`src/rtl/srtlpm_pkg.sv`:
```
`timescale 1ns / 1ps
// Package for the sorted route table with longest prefix match.
// Holds the field widths, operation and status codes, and the shared structs.
package srtlpm_pkg;

  // Default sizes, handed to the top level as parameter defaults.
  localparam int unsigned TABLE_DEPTH_DEF = 64;
  localparam int unsigned ADDR_WIDTH_DEF  = 48;

  // Fixed field widths.
  localparam int unsigned OP_W     = 2;
  localparam int unsigned PLEN_W   = 6;
  localparam int unsigned COST_W   = 16;
  localparam int unsigned PORT_W   = 8;
  localparam int unsigned HOP_W    = 48;
  localparam int unsigned STATUS_W = 2;
  localparam int unsigned TOTAL_W  = 7;

  typedef enum logic [OP_W-1:0] {
    OP_LOOKUP = 2'd0,
    OP_ADD    = 2'd1,
    OP_REMOVE = 2'd2
  } opcode_e;

  typedef enum logic [STATUS_W-1:0] {
    ST_OK   = 2'd0,
    ST_MISS = 2'd1,
    ST_FULL = 2'd2
  } status_e;

  // Sequencer states: take a beat, compare in every cell, resolve the first
  // matching cell, then update the table and write the result.
  typedef enum logic [1:0] {
    S_IDLE,
    S_CMP,
    S_SCAN,
    S_APPLY
  } state_e;

  // Route fields other than the destination, whose width is a parameter.
  typedef struct packed {
    logic [PLEN_W-1:0] prefix;
    logic [COST_W-1:0] cost;
    logic [PORT_W-1:0] port;
    logic [HOP_W-1:0]  hop;
  } route_attr_t;

  // Operation broadcast to all cells.
  typedef struct packed {
    logic [OP_W-1:0] op;
    route_attr_t     attr;
  } cmd_t;

  // Phase enables from the sequencer to the cells.
  typedef struct packed {
    logic flag_en;
    logic scan_en;
    logic apply_en;
  } cell_ctrl_t;

endpackage

```
`src/rtl/srtlpm_scan.sv`:
```
`timescale 1ns / 1ps
// Prefix OR over the cell flags: output bit i is set when any flag at or
// before slot i is set. Depends on srtlpm_pkg.
module srtlpm_scan #(
  parameter int unsigned TABLE_DEPTH = srtlpm_pkg::TABLE_DEPTH_DEF
) (
  input  logic [TABLE_DEPTH-1:0] flag_i,
  output logic [TABLE_DEPTH-1:0] scan_o
);
  import srtlpm_pkg::*;

  localparam int unsigned LEVELS = $clog2(TABLE_DEPTH);

  logic [TABLE_DEPTH-1:0] lvl [LEVELS+1];

  // Log-depth parallel prefix network.
  always_comb begin
    lvl[0] = flag_i;
    for (int l = 0; l < LEVELS; l++) begin
      for (int i = 0; i < TABLE_DEPTH; i++) begin
        if (i >= (1 << l)) begin
          lvl[l+1][i] = lvl[l][i] | lvl[l][i-(1<<l)];
        end else begin
          lvl[l+1][i] = lvl[l][i];
        end
      end
    end
  end

  assign scan_o = lvl[LEVELS];

endmodule

```
`config.mk`:
```
export PLATFORM = sky130hd
export DESIGN_NAME = srtlpm_scan
export DESIGN_NICKNAME = d
export VERILOG_FILES = /design/src/rtl/srtlpm_pkg.sv /design/src/rtl/srtlpm_scan.sv
export SDC_FILE = /design/constraint.sdc
export NUM_CORES = 1
export LEC_CHECK = 0
export BUFFER_PORTS_ARGS = -buffer_cell sky130_fd_sc_hd__buf_4
export CORE_UTILIZATION = 31
export DETAILED_ROUTE_END_ITERATION = 16
export GPL_ROUTABILITY_DRIVEN = 0
export PLACE_DENSITY = 0.86
export SLEW_MARGIN = 20
export SYNTH_ARGS = -nofsm -noshare
export SYNTH_HDL_FRONTEND = slang
export SYNTH_SLANG_ARGS = --single-unit
```
`constraint.sdc`:
```
create_clock -name vclk -period 2.14
set_input_delay 0.321 -clock vclk [all_inputs]
set_output_delay 0.321 -clock vclk [all_outputs]
set_load 0.02 [all_outputs]
```
### After elaboration in Yosys (flattened, before gate mapping)

Cells that the tools add are included.

| word-level totals | value |
|---|---|
| output and inout port bits | 64 |
| bits of input ports | 64 |
| word-level logic and storage cells | 321 |
| bits in registers | 0 |

| cells by class | value |
|---|---|
| bitwise logic cells | 321 |

Operator list:

| kind | number |
|---|---|
| $or 1x1->1 | 321 |

### Depth between registers and ports, before layout

Gate-level depths: netlist of the first run.

| logic depth | value |
|---|---|
| depth in word-level cells | 6 |
| gate-level depth with buffers | 5 |
| depth with buffers taken out | 5 |

### Worst setup path before layout of the first run

Ideal clock, no wire load.

| timing path | value |
|---|---|
| kind | input port to output port |
| from | in flag_i[2] |
| to | out scan_o[35] |
| data arrival time | 1.751 ns |
| required time | 1.819 ns |
| slack | 0.068 ns |
| stages | 5 |
| path buffers | 1 |
| cells stage by stage | nor4_4 -> nand3_4 -> nor4b_4 -> buf_6 -> nand3_1 |

| on the way | value |
|---|---|
| longest elaborated chain between the ends | 3 |

Ends and longest elaborated chain:

| element | line | source |
|---|---|---|
| from (decl) | srtlpm_scan.sv:7 | `input logic [TABLE_DEPTH-1:0] flag_i,` |
| $or 1x1->1 (3 in a row) | srtlpm_scan.sv:22 | `lvl[l+1][i] = lvl[l][i] \| lvl[l][i-(1<<l)];` |
| to (decl) | srtlpm_scan.sv:8 | `output logic [TABLE_DEPTH-1:0] scan_o` |

No other way between the ends.

### Worst setup path in the final report of the first run

| timing path | value |
|---|---|
| from | in flag_i[5] |
| to | out scan_o[28] |

| on the way | value |
|---|---|
| longest elaborated chain between the ends | 5 |

Ends and longest elaborated chain:

| element | line |
|---|---|
| $or 1x1->1 (5 in a row) | srtlpm_scan.sv:22 |

No other way between the ends.

==> results of run 1 <==
metal layers:
metal	share of wire, %	global-route usage (%)	vias up
met5	0	0	-
met4	2.2	5.70	0
met3	6.6	2.82	16
met2	54	51.5	102
met1	37	31.2	832
li1	-	-	804
cell type report:
type	count	share of cell area [%]
inverters	5	0.847
repair buffers	154	57.4
well taps	30	1.69
multi-input cells	127	40.1
per-stage QoR:
stage | area, sq um | TNS (ns)
final | 2210 | -0.00763
after global routing | 2210 | -0.623
after CTS | 1990 | 0
after detailed placement | 1980 | -0.00576
after global placement | 1980 | 0
after floorplan | 827 | 0
layout by cell type, fill, tap and decap left out:
cell and count:
nand2_4 1, and3b_1 1, or2_2 6, or4_1 2, nand3_2 4, nor2b_1 3, nor3_2 1, nand3b_1 3
nand2_1 20, nor2_2 1, inv_2 1, nor4_2 1, inv_1 4, nor4b_4 2, or3_1 10, nand4_1 8
buf_6 18, nor2_4 1, nor3_1 7, clkbuf_16 2, nand4b_1 5, nor4_4 8, and2_1 1, nand2b_1 2
nor4b_1 1, nor2_1 24, nand3_4 1, buf_4 133, nand3_1 11, buf_12 1, nor4_1 3
logic make-up after synthesis:
| logic type | after synthesis | share of synthesized area [%] |
|---|---|---|
| and+or+nand+nor | 127 | 94.1 |
| buffers and inverters | 8 | 5.90 |
worst paths after layout:
kind | cells past startpoint | start | to
setup / recovery | 8 | flag_i[5] | scan_o[28]
hold / removal | 2 | flag_i[0] | scan_o[0]
worst max-delay path, stage by stage:
cell and delay, ns:
buf_6 0.10, nor4_4 0.35, nand3_4 0.17, buf_4 0.19, nor2_4 0.10, inv_2 0.05
or3_1 0.37, buf_4 0.17
report_power, final:
group          switching [mW]  leakage [nW]  total (mW)  internal [mW]
clock network               0             0           0              0
logic                  0.0874         0.949       0.200          0.113
registers                   0             0           0              0
repair_timing:
item / in CTS / in global routing
gates cloned: 0 / 2
pin swaps: 0 / 9
setup buffers: 0 / 1
setup endpoints to repair: 1 / 38
gates resized for setup: 1 / 35
==> results.toml, run 1 <==
[finish]
fill_cells = 128
multi_input_area_sq_um = 887
area_growth_syn_to_layout_pct = 168
clockBufferCount = 0
fin_cells = 316
ff_latch_area_sq_um = 0
final_util_pct = 88.6
diodes = 0
nNetsFinal = 352
seq_cells = 0
drive_gt1_share_pct = 63.3

[setup_path]
crit_path_start_kind = "input port"
cp.arrival_ns = 1.83
required_ns = 1.82
worstPathMaxFanout = 5
criticalPathCategory = "in -> out"
end_kind = "primary output"

[global_route]
gr-usage-all-layers_pct = 26.7
gr-total-overflow = 0
antenna_found_initial = 0
grt_pass1_vias = 1395
grt_pass1_wl_um = 5910
grt_max_degree = 20

[cts]
cts_hold_buffers = 0

[synth]
netlist_instances = 135
synth.most_common_cell = "nor2_1"
avgSynthCellArea_sq_um = 6.13
synth_area_sq_um = 827
synth_commonest_cells = "nor2_1 (25), nand2_1 (21), nand3_1 (15)"
ys_seq_area_share_pct = 0
synthDistinctLibCells = 25
yosys_warnings = 0
synth_top_cell_by_area = "nor2_1"
yosysTopAreaCellShare_pct = 11.3
synth_area_leaders = "nor2_1 (11%), nand2_1 (9.5%), nand3_1 (9.1%)"
synthesis.nets = 199

[power]
finalPower_uw = 200
p_per_area_mw_per_mm2 = 90.4
p_leak_nw = 0.949
ir_worst_vdd_mv = 0.108

[drt]
num_vias = 1754
ant_nets = 0
dr.pass1.iters = 4
drc_errors = 0
drt-total-wl_um = 5260
wire_per_inst_um = 16.6
drt_iter0_markers = 41
vias_per_cell = 5.55

[placed_design]
place_hpwl_um = 3560
dp.cells = 313
io_buffers = 128
pre_cts_ws_ns = -0.00576

[timing]
hold_viol_final = 0
finalCritPeriodShare_pct = 100
post-route-worst-setup-slack_ns = -0.00763
fmax_mhz = 466
setup_viol = 1
whs_ns = 0.870
worst_pin_slew_ns = 0.380
rsz0062_at_grt = "true"
min_period_ns = 2.15
slew_viol_final = 0
max-slew-margin-rel_pct = 74.5

[die]
die_y_um = 53.7
die_area_sq_mm = 0.00288
core_area_sq_mm = 0.00250
fp-row-count = 18
start_util_pct = 33.1
ios = 128
die_w_um = 53.7

[status]
violations = "setup timing"
status = "finished with violations"

[run]
max_cap_violations = 0

[min_path]
min_path_type = "in -> out"
Power figures use the tool's default switching activity.
==> run 2: changes to the inputs <==
==> constraint.sdc (replaced) <==
create_clock -name vclk -period 2.14
set_input_delay 0.107 -clock vclk [all_inputs]
set_output_delay 0.107 -clock vclk [all_outputs]
set_load 0.02 [all_outputs]
==> run 2 against run 1 <==
Compared with the run above:
- the run now ends clean
- core utilization shrank 14 points
- die area is the same
- routed wire length shrank 29%
- global-route usage shrank 1.9 points
- non-clock buffer count shrank 18
- maximum frequency grew 12%
- design area shrank 16%
- worst setup slack gained 0.22 ns
- critical path type unchanged
- critical endpoint is now scan_o[63]
- largest power group unchanged
- highest routed layer unchanged
==> results.toml, run 2 (synthesis results as in run 1) <==
[drt]
drc_errors = 0
dr.pass1.iters = 4
drt-total-wl_um = 3730
num_vias = 1512
ant_nets = 0
drt_iter0_markers = 20
vias_per_cell = 5.07
wire_per_inst_um = 12.5

[die]
die_area_sq_mm = 0.00288
ios = 128
fp-row-count = 18
core_area_sq_mm = 0.00250
start_util_pct = 33.1
die_w_um = 53.7
die_y_um = 53.7

[setup_path]
cp_top_family = "simple AND/OR/NAND/NOR gates"
end_kind = "primary output"
crit_slowest_cell = "nor4b_4"
critical-path-max-stage-delay_ns = 0.56
criticalPathCategory = "in -> out"
cp.arrival_ns = 1.82
path_buf_inv = 2
required_ns = 2.03
worstPathMaxFanout = 8
cp_cell_sequence = "buf_4 > nor4_1 > nand4b_1 > nor4b_4 > nand4b_1 > buf_4"
crit_path_start_kind = "input port"

[timing]
post-route-worst-setup-slack_ns = 0.214
fmax_mhz = 519
whs_ns = 0.469
finalCritPeriodShare_pct = 90.0
fin_setup_tns_ns = 0
min_period_ns = 1.93
rsz0062_at_grt = "false"
setup_viol = 0
slew_viol_final = 0
max-slew-margin-rel_pct = 63.7
worst_pin_slew_ns = 0.540
hold_viol_final = 0

[status]
status = "finished clean"

[cts]
cts_setup_buffers = 0
post_cts_resized = 0
cts_hold_buffers = 0

[placed_design]
pre_cts_ws_ns = 0.201
io_buffers = 128
dp.cells = 298
place_hpwl_um = 3320
dpl_cell_area_sq_mm = 0.00186

[finish]
ff_latch_area_sq_um = 0
final_util_pct = 74.2
nNetsFinal = 334
fin_cells = 298
area_growth_syn_to_layout_pct = 124
multi_input_area_sq_um = 778
drive_gt1_share_pct = 56.7
post-route-cell-area_sq_mm = 0.00186
clockBufferCount = 0
final_cell_mix = "buf_4 (136), nor2_1 (25), nand2_1 (21), nand3_1 (15), or3_1 (10)"
fill_cells = 224
diodes = 0
seq_cells = 0
final_common_cell = "buf_4"

[global_route]
antenna_found_initial = 0
grt_pass1_wl_um = 5550
grt_max_degree = 18
gr-usage-all-layers_pct = 24.8
gr-total-overflow = 0
grt_pass1_vias = 1298

[power]
ir_worst_vdd_mv = 0.0868
p_leak_nw = 0.770
p_per_area_mw_per_mm2 = 89.8
finalPower_uw = 167

[run]
max_cap_violations = 0

[min_path]
min_path_type = "in -> out"
## run 2: changes by cell type in the layout (fill, tap and decap cells not counted), sizes merged
cell | previous run | this run
buf | 152 | 136
clkbuf | 2 | 0
## run 2: final timing paths
kind	depth (start not counted)	start	slack [ns]	end
worst max-delay path	6	flag_i[37]	0.21	scan_o[63]
worst min-delay path	2	flag_i[0]	0.47	scan_o[0]
## run 2: power breakdown
| part | switching, mW | internal (mW) | total (mW) |
|---|---|---|---|
| clock | 0 | 0 | 0 |
| combinational | 0.0677 | 0.0990 | 0.167 |
| sequential | 0 | 0 | 0 |
## run 2: area by class of cell
class | instances | share of cell area [%]
well taps | 30 | 2.02
repair buffers | 136 | 55.0
inverters | 5 | 1.01
multi-input cells | 127 | 41.9
## run 2: metal layers
metal  track usage (%)  vias to the layer above  wire [um]
met5                 0                        -          0
met4              2.63                        0         19
met3              3.95                        2        312
met2              45.8                       66       1910
met1              30.7                      675       1480
li1                  -                      769          -
