==> src/rtl/srtlpm_pkg.sv <==
`timescale 1ns / 1ps
// Package for the sorted route table with longest prefix match.
// Holds the field widths, operation and status codes, and the shared structs.
package srtlpm_pkg;

  // Default sizes, handed to the top level as parameter defaults.
  localparam int unsigned TABLE_DEPTH_DEF = 64;
  localparam int unsigned ADDR_WIDTH_DEF  = 48;

  // Fixed field widths.
  localparam int unsigned OP_W     = 2;
  localparam int unsigned PLEN_W   = 6;
  localparam int unsigned COST_W   = 16;
  localparam int unsigned PORT_W   = 8;
  localparam int unsigned HOP_W    = 48;
  localparam int unsigned STATUS_W = 2;
  localparam int unsigned TOTAL_W  = 7;

  typedef enum logic [OP_W-1:0] {
    OP_LOOKUP = 2'd0,
    OP_ADD    = 2'd1,
    OP_REMOVE = 2'd2
  } opcode_e;

  typedef enum logic [STATUS_W-1:0] {
    ST_OK   = 2'd0,
    ST_MISS = 2'd1,
    ST_FULL = 2'd2
  } status_e;

  // Sequencer states: take a beat, compare in every cell, resolve the first
  // matching cell, then update the table and write the result.
  typedef enum logic [1:0] {
    S_IDLE,
    S_CMP,
    S_SCAN,
    S_APPLY
  } state_e;

  // Route fields other than the destination, whose width is a parameter.
  typedef struct packed {
    logic [PLEN_W-1:0] prefix;
    logic [COST_W-1:0] cost;
    logic [PORT_W-1:0] port;
    logic [HOP_W-1:0]  hop;
  } route_attr_t;

  // Operation broadcast to all cells.
  typedef struct packed {
    logic [OP_W-1:0] op;
    route_attr_t     attr;
  } cmd_t;

  // Phase enables from the sequencer to the cells.
  typedef struct packed {
    logic flag_en;
    logic scan_en;
    logic apply_en;
  } cell_ctrl_t;

endpackage

==> src/rtl/srtlpm_cell.sv <==
`timescale 1ns / 1ps
// One table slot: holds a route, compares it with the current operation and
// shifts to or from its neighbors. Depends on srtlpm_pkg.
module srtlpm_cell #(
  parameter int unsigned ADDR_WIDTH = srtlpm_pkg::ADDR_WIDTH_DEF
) (
  input  logic                          clk_i,
  input  logic                          rst_ni,
  input  srtlpm_pkg::cell_ctrl_t        ctrl_i,
  input  srtlpm_pkg::cmd_t              cmd_i,
  input  logic [ADDR_WIDTH-1:0]         cmd_dest_i,
  input  logic                          valid_i,
  output logic                          flag_o,
  input  logic                          scan_i,
  output logic                          scan_o,
  input  logic                          prev_scan_i,
  input  logic [ADDR_WIDTH-1:0]         prev_dest_i,
  input  srtlpm_pkg::route_attr_t       prev_attr_i,
  input  logic [ADDR_WIDTH-1:0]         next_dest_i,
  input  srtlpm_pkg::route_attr_t       next_attr_i,
  output logic [ADDR_WIDTH-1:0]         dest_o,
  output srtlpm_pkg::route_attr_t       attr_o,
  output logic [srtlpm_pkg::PORT_W-1:0] hit_port_o,
  output logic [srtlpm_pkg::HOP_W-1:0]  hit_hop_o
);
  import srtlpm_pkg::*;

  logic [ADDR_WIDTH-1:0] dest_q;
  route_attr_t           attr_q;
  logic                  flag_q;
  logic                  scan_q;
  logic [ADDR_WIDTH-1:0] mask;
  logic                  prefix_hit;
  logic                  sorts_before;
  logic                  exact_hit;
  logic                  flag_d;
  logic                  first;

  // Prefix mask of the stored route: its top prefix bits set.
  assign mask       = ~({ADDR_WIDTH{1'b1}} >> attr_q.prefix);
  assign prefix_hit = ((cmd_dest_i ^ dest_q) & mask) == '0;
  assign exact_hit  = (cmd_dest_i == dest_q) && (cmd_i.attr == attr_q);

  // New route orders strictly ahead of this slot.
  always_comb begin
    if (cmd_i.attr.prefix != attr_q.prefix) begin
      sorts_before = cmd_i.attr.prefix > attr_q.prefix;
    end else if (cmd_dest_i != dest_q) begin
      sorts_before = cmd_dest_i < dest_q;
    end else begin
      sorts_before = cmd_i.attr.cost < attr_q.cost;
    end
  end

  // Per-operation match flag. Empty slots count as behind any new route.
  always_comb begin
    case (cmd_i.op)
      OP_LOOKUP: flag_d = valid_i & prefix_hit;
      OP_ADD:    flag_d = ~valid_i | sorts_before;
      OP_REMOVE: flag_d = valid_i & exact_hit;
      default:   flag_d = 1'b0;
    endcase
  end

  // Flag and scan result registers.
  always_ff @(posedge clk_i or negedge rst_ni) begin
    if (!rst_ni) begin
      flag_q <= 1'b0;
      scan_q <= 1'b0;
    end else begin
      if (ctrl_i.flag_en) begin
        flag_q <= flag_d;
      end
      if (ctrl_i.scan_en) begin
        scan_q <= scan_i;
      end
    end
  end

  // This slot holds the first match in table order.
  assign first = scan_q & ~prev_scan_i;

  // Insert opens a gap by shifting down; remove closes one by shifting up.
  always_ff @(posedge clk_i) begin
    if (ctrl_i.apply_en) begin
      case (cmd_i.op)
        OP_ADD: begin
          if (first) begin
            dest_q <= cmd_dest_i;
            attr_q <= cmd_i.attr;
          end else if (prev_scan_i) begin
            dest_q <= prev_dest_i;
            attr_q <= prev_attr_i;
          end
        end
        OP_REMOVE: begin
          if (scan_q) begin
            dest_q <= next_dest_i;
            attr_q <= next_attr_i;
          end
        end
        default: begin
        end
      endcase
    end
  end

  assign flag_o     = flag_q;
  assign scan_o     = scan_q;
  assign dest_o     = dest_q;
  assign attr_o     = attr_q;
  assign hit_port_o = first ? attr_q.port : '0;
  assign hit_hop_o  = first ? attr_q.hop : '0;

endmodule

==> config.mk <==
export PLATFORM = sky130hd
export DESIGN_NAME = srtlpm_cell
export DESIGN_NICKNAME = d
export VERILOG_FILES = /design/src/rtl/srtlpm_pkg.sv /design/src/rtl/srtlpm_cell.sv
export SDC_FILE = /design/constraint.sdc
export NUM_CORES = 1
export LEC_CHECK = 0
export BUFFER_PORTS_ARGS = -buffer_cell sky130_fd_sc_hd__buf_2
export CAP_MARGIN = 10
export CELL_PAD_IN_SITES_DETAIL_PLACEMENT = 0
export CELL_PAD_IN_SITES_GLOBAL_PLACEMENT = 1
export CORE_AREA = 2 2 220 222
export DETAILED_ROUTE_END_ITERATION = 10
export DIE_AREA = 0 0 222 224
export PLACE_DENSITY = 0.56
export REMOVE_ABC_BUFFERS = 1
export SKIP_LAST_GASP = 1
export SYNTH_ARGS = -nofsm -noshare
export SYNTH_HDL_FRONTEND = slang
export SYNTH_SLANG_ARGS = --single-unit
==> constraint.sdc <==
create_clock -name clk_i -period 24.8 [get_ports clk_i]
set_clock_uncertainty 0.05 [all_clocks]
set_input_delay 4.96 -clock clk_i [delete_from_list [all_inputs] [get_ports clk_i]]
set_output_delay 4.96 -clock clk_i [all_outputs]
set_load 0.02 [all_outputs]
# --- Word level (Yosys, flattened, before mapping) ---
# Index checks and enable logic that the tools add are counted.
word_totals:
  regBits: 128
  inputBits: 388
op_classes:
  order_cmp: 3
  n_eq_ne: 8
  shift: 1
  n_mux: 13
  n_bitwise: 9
  reduce_logical: 5
ops:
  columns: ["cell", "n"]
  rows:
  - ["78-bit 2-to-1 mux", 3]
  - ["48-bit 2-to-1 mux", 4]
  - ["78-bit one-hot mux with 2 select lines", 1]
  - ["48-bit one-hot mux with 2 select lines", 1]
  - ["78-bit == test", 1]
  - ["48-bit bitwise AND", 1]
  - ["48-bit == test", 1]
  - ["48-bit zero test", 1]
  - ["48-bit less-than comparator", 1]
  - ["48-bit != test", 1]
  - ["48-bit NOT", 1]
  - ["48-bit by 6-bit >> shifter with 48-bit output, first input constant", 1]
  - ["48-bit bitwise XOR", 1]
  - ["16-bit less-than comparator", 1]
  - ["8-bit 2-to-1 mux", 1]
  - ["6-bit greater-than comparator", 1]
  - ["6-bit != test", 1]
  - ["4-bit AND reduction", 1]
  - ["1-bit bitwise AND", 3]
  - ["3-bit != test, second input constant", 1]
  - ["1-bit one-hot mux with 3 select lines", 1]
  - ["2-bit by 1-bit == test with 1-bit output, second input constant", 1]
  - ["2-bit == test, second input constant", 1]
  - ["2-bit zero test", 1]
  - ["other kinds (6)", 8]

# --- Longest topological paths before layout ---
logic_depth:
  ltp_word: 6
  ltp_mapped: 11
  ltp_nobuf: 9

# --- Worst setup path before layout ---
# No wires, ideal clock.
synth_path:
  path_kind: "input to register"
  start: "input cmd_i[79] (netlist bit)"
  end: "register attr_q (netlist bit attr_o[0]) (enable)"
  setup_ns: 0.805
  arrival_time_ns: 14.879
  path_slack_ns: 9.066
  stages: 6
  n_path_buf: 3
  path_cell_list: "nor2b_1 buf_2 clkbuf_1 buf_2 nand2_1 a21boi_0"
synth_between:
  elab_chain_cells: 3
synth_rtl:
  columns: ["element", "line", "text"]
  rows:
  - ["start, declared", "srtlpm_cell.sv:10", "input srtlpm_pkg::cmd_t cmd_i,"]
  - ["2-bit by 1-bit == test with 1-bit output or 2-bit == test (tied branches)", "srtlpm_cell.sv:86", "case (cmd_i.op)"]
  - ["3-bit != test (no line) (tied with other cells)", null, null]
  - ["4-bit AND reduction (no line) *", null, null]
  - ["end signal, assigned", "srtlpm_cell.sv:90", "attr_q <= cmd_i.attr;"]
  - ["end signal, assigned", "srtlpm_cell.sv:93", "attr_q <= prev_attr_i;"]
  - ["end signal, assigned", "srtlpm_cell.sv:99", "attr_q <= next_attr_i;"]
  - ["end, declared", "srtlpm_cell.sv:29", "route_attr_t attr_q;"]
# Every way passes the cells marked *; elsewhere a longest branch is shown, timed or not.
# A chain may end at the register's enable or synchronous reset.

# --- Worst setup path after layout ---
layout_path:
  start: "input prev_scan_i"
  end: "output hit_hop_o[45] (netlist bit)"
layout_between:
  elab_chain_cells: 3
layout_rtl:
  columns: ["element", "line", "text"]
  rows:
  - ["start, declared", "srtlpm_cell.sv:16", "input logic prev_scan_i,"]
  - ["1-bit NOT", "srtlpm_cell.sv:81", "assign first = scan_q & ~prev_scan_i;"]
  - ["1-bit bitwise AND", "srtlpm_cell.sv:81", null]
  - ["48-bit 2-to-1 mux", "srtlpm_cell.sv:113", "assign hit_hop_o = first ? attr_q.hop : '0;"]
  - ["end, declared", "srtlpm_cell.sv:24", "output logic [srtlpm_pkg::HOP_W-1:0] hit_hop_o"]
# Every way passes these cells.

==> impl_metrics.env <==
export IMPL_yosys_register_bits=128
export IMPL_post_cts_buffers=0
export IMPL_power_total_uw=697
export IMPL_clkTransAtPathRegs_ns=0.06
export IMPL_grt_pass1_vias=10200
export IMPL_die_y_um=224
export IMPL_max_freq_mhz=80.6
export IMPL_crit_path_max_incr_delay_ns=0.87
export IMPL_cts_hold_buf=0
export IMPL_fp_dieArea_sq_mm=0.0497
export IMPL_wl_per_cell_um=20.4
export IMPL_p_switching_uw=214
export IMPL_routed_wl_um=45400
export IMPL_critPathBufInv=4
export IMPL_tightest_slew_ns=1.11
export IMPL_clock_latency_ns=0.48
export IMPL_fin_cells=2220
export IMPL_finalCritPeriodShare=0.501
export IMPL_synthArstFlopShare=0.0156
export IMPL_pwr_share_seq=0.381
export IMPL_cp_required_ns=19.79
export IMPL_crit_cells=6
export IMPL_floorplan_initialDensity=0.207
export IMPL_ir_drop_v=0.0000420
export IMPL_htree_levels=4
export IMPL_dr_pass1_iters=4
export IMPL_cts_root_buf="clkbuf_16"
export IMPL_syn_mean_instance_area_sq_um=9.38
export IMPL_ys_warn_count=0
export IMPL_ys_seq_area_frac=0.390
export IMPL_cts_resized=0
export IMPL_antenna_found_initial=18
export IMPL_hpwl_um=37100
export IMPL_cap_violations=0
export IMPL_internal_power_uw=483
export IMPL_combPwrFrac=0.251
export IMPL_ff2ff_path_depth=9
export IMPL_clkPwrFrac=0.368
export IMPL_power_density_mw_per_mm2=50.2
export IMPL_post_route_cells_drive_above_1_share=0.381
export IMPL_rows=80
export IMPL_rsz0062_at_grt="false"
export IMPL_path_max_fanout=73
export IMPL_dp_cells=2185
export IMPL_finalSetupViolCount=0
export IMPL_avgViaCountPerCell=4.46
export IMPL_nFillCells=5137
export IMPL_maxSlewViolCount=0
export IMPL_io_pins=572
export IMPL_synth_ff_type="edfxtp_1"
export IMPL_die_x_um=222
export IMPL_dpl_cell_area_sq_mm=0.0133
export IMPL_worstSetupEndpointType="output pin"
export IMPL_cts_tree="yes"
export IMPL_ys_types=59
export IMPL_gr_total_overflow=0
export IMPL_cp_arrival_ns=7.40
export IMPL_crit_chain="buf_2, nor2b_4, buf_4, buf_4, and2_1, buf_2"
export IMPL_finalSetupTns_ns=0
export IMPL_port_buffers=571
export IMPL_cts_buffer_depth=2
export IMPL_critPathLaunchType="primary input"
export IMPL_power_leakage_uw=0.00630
export IMPL_layout_common_cells="buf_2, nand2_1, o21ai_0"
export IMPL_route_detailed_drc=0
export IMPL_hold_viol=0
export IMPL_fin_nets=2047
export IMPL_ant_nets=0
export IMPL_area_growth_pct=41.2
export IMPL_synth_edf_count=126
export IMPL_crit_type="in2out"
export IMPL_grt_pass1_wl_um=65400
export IMPL_syn_cell_area_sq_mm=0.00982
export IMPL_design_area_sq_mm=0.0139
export IMPL_seqCellArea_sq_mm=0.00383
export IMPL_synthCells=1047
export IMPL_cts_sinks=128
export IMPL_cp_slowest_cell="buf_4"
export IMPL_critPathTopFamily="buffers and inverters"
export IMPL_coreArea_sq_mm=0.0473
export IMPL_p_sw_frac=0.307
export IMPL_slew_headroom=0.262
export IMPL_fin_crit_ns=12.41
export IMPL_grt_total_usage=0.179
export IMPL_hold_class="reg2reg"
export IMPL_final_common_cell="buf_2"
export IMPL_worst_hold_path_num_cells=1
export IMPL_utilization=0.293
export IMPL_numCtsBuffers=17
export IMPL_grt_max_degree=253
export IMPL_status="complete, no violations"
export IMPL_drt_iter0_drc=342
export IMPL_vias=9896
export IMPL_multi_input_area_sq_mm=0.00548
export IMPL_gp_congestion=0.843
[worst paths after layout]
check / startpoint / endpoint / slack [ns]
hold / removal: scan_o$_DFFE_PN0P_ / scan_o$_DFFE_PN0P_ / 0.55
min in group asynchronous: rst_ni / scan_o$_DFFE_PN0P_ / 4.23
setup / recovery: prev_scan_i / hit_hop_o[45] / 12.39
hold reg to reg: scan_o$_DFFE_PN0P_ / scan_o$_DFFE_PN0P_ / 0.55
max in group asynchronous: rst_ni / flag_o$_DFFE_PN0P_ / 20.35
setup reg to reg: attr_o[74]$_DFFE_PP_ / flag_o$_DFFE_PN0P_ / 21.08
[worst register-to-register path: cells and delay by family (launching register included)]
kind / cells / cell delay, ns
AO/OA/AOI/OAI: 3 / 0.99
adder cells (fa/ha/maj): 1 / 0.39
buffers and inverters: 1 / 0.41
flip-flops: 1 / 0.91
AND/OR/NAND/NOR: 4 / 0.91
[state kept, by name (all words and copies together) (netlist names)]
name    count
attr_o     78
dest_o     48
flag_o      1
scan_o      1
[layer usage]
metal / vias to the layer above / wire length, um / global-route usage
li1: 4867 / - / -
met1: 4583 / 17700 / 0.195
met2: 376 / 23700 / 0.331
met3: 60 / 3090 / 0.0551
met4: 10 / 797 / 0.0560
met5: - / 45 / 0
[cell type report]
type	count	area share
inverter	77	0.0208
clock buffer	20	0.0315
timing repair buffer	579	0.211
clock inverter	10	0.00866
antenna	5	0.000902
sequential	128	0.276
tap	615	0.0555
multi-input combinational	786	0.395
[Yosys cell counts (2+ instances only)]
library cell / n / area, sq um
o221ai_1: 4 / 35.0
nor3b_1: 2 / 15.0
o2111ai_1: 3 / 26.3
ha_1: 70 / 876
a21boi_0: 2 / 15.0
mux2i_1: 127 / 1270
a221oi_1: 3 / 26.3
and2_1: 56 / 350
xnor2_1: 37 / 324
a211oi_1: 4 / 30.0
a31oi_1: 4 / 25.0
nor4_1: 10 / 62.6
o22ai_1: 2 / 12.5
o311ai_0: 2 / 17.5
o21ai_0: 149 / 746
nor2b_1: 7 / 43.8
nor3_1: 5 / 25.0
a21o_1: 9 / 67.6
a41oi_1: 3 / 26.3
inv_1: 77 / 289
nor2_1: 11 / 41.3
a22oi_1: 2 / 15.0
o31ai_1: 4 / 30.0
nor4b_1: 3 / 26.3
and4_1: 2 / 17.5
buf_2: 15 / 75.1
buf_1: 7 / 26.3
nand2b_1: 2 / 12.5
buf_6: 2 / 22.5
dfrtp_1: 2 / 50.1
a21oi_1: 33 / 165
nand3_1: 11 / 55.1
clkbuf_1: 32 / 120
or2_1: 2 / 12.5
xor2_1: 19 / 166
nand2_1: 153 / 574
a2111oi_0: 3 / 26.3
edfxtp_1: 126 / 3780
o2bb2ai_1: 3 / 26.3
nand4_1: 20 / 125
[power by group through the flow]
| stage | logic, uW | registers (uW) | clock network [uW] |
|---|---|---|---|
| floorplan | 100 | 283 | 0 |
| global placement | 177 | 270 | 0 |
| detailed placement | 178 | 270 | 0 |
| CTS | 178 | 266 | 268 |
| global route | 194 | 267 | 272 |
| finish | 175 | 265 | 257 |
[stage by stage]
stage                     setup slack (ns)  hold WS, ns
after floorplan                       2.50        0.608
after global placement               12.36        0.540
after detailed placement             12.33        0.547
after CTS                            12.33        0.561
after global routing                 12.22        0.607
final                                12.39        0.547
[kinds of logic (layout without fill, tap and decap cells)]
family                   Yosys count  after routing  synth area share
adder cells (fa/ha/maj)           71             71            0.0902
buffers and inverters            133            686            0.0543
AND/OR/NAND/NOR                  289            289             0.142
flip-flops                       128            128             0.390
multiplexers                     128            128             0.131
other                              0              5                 0
AO/OA/AOI/OAI                    242            242             0.143
XOR/XNOR                          56             56            0.0499
(Power assumes the default switching activity.)
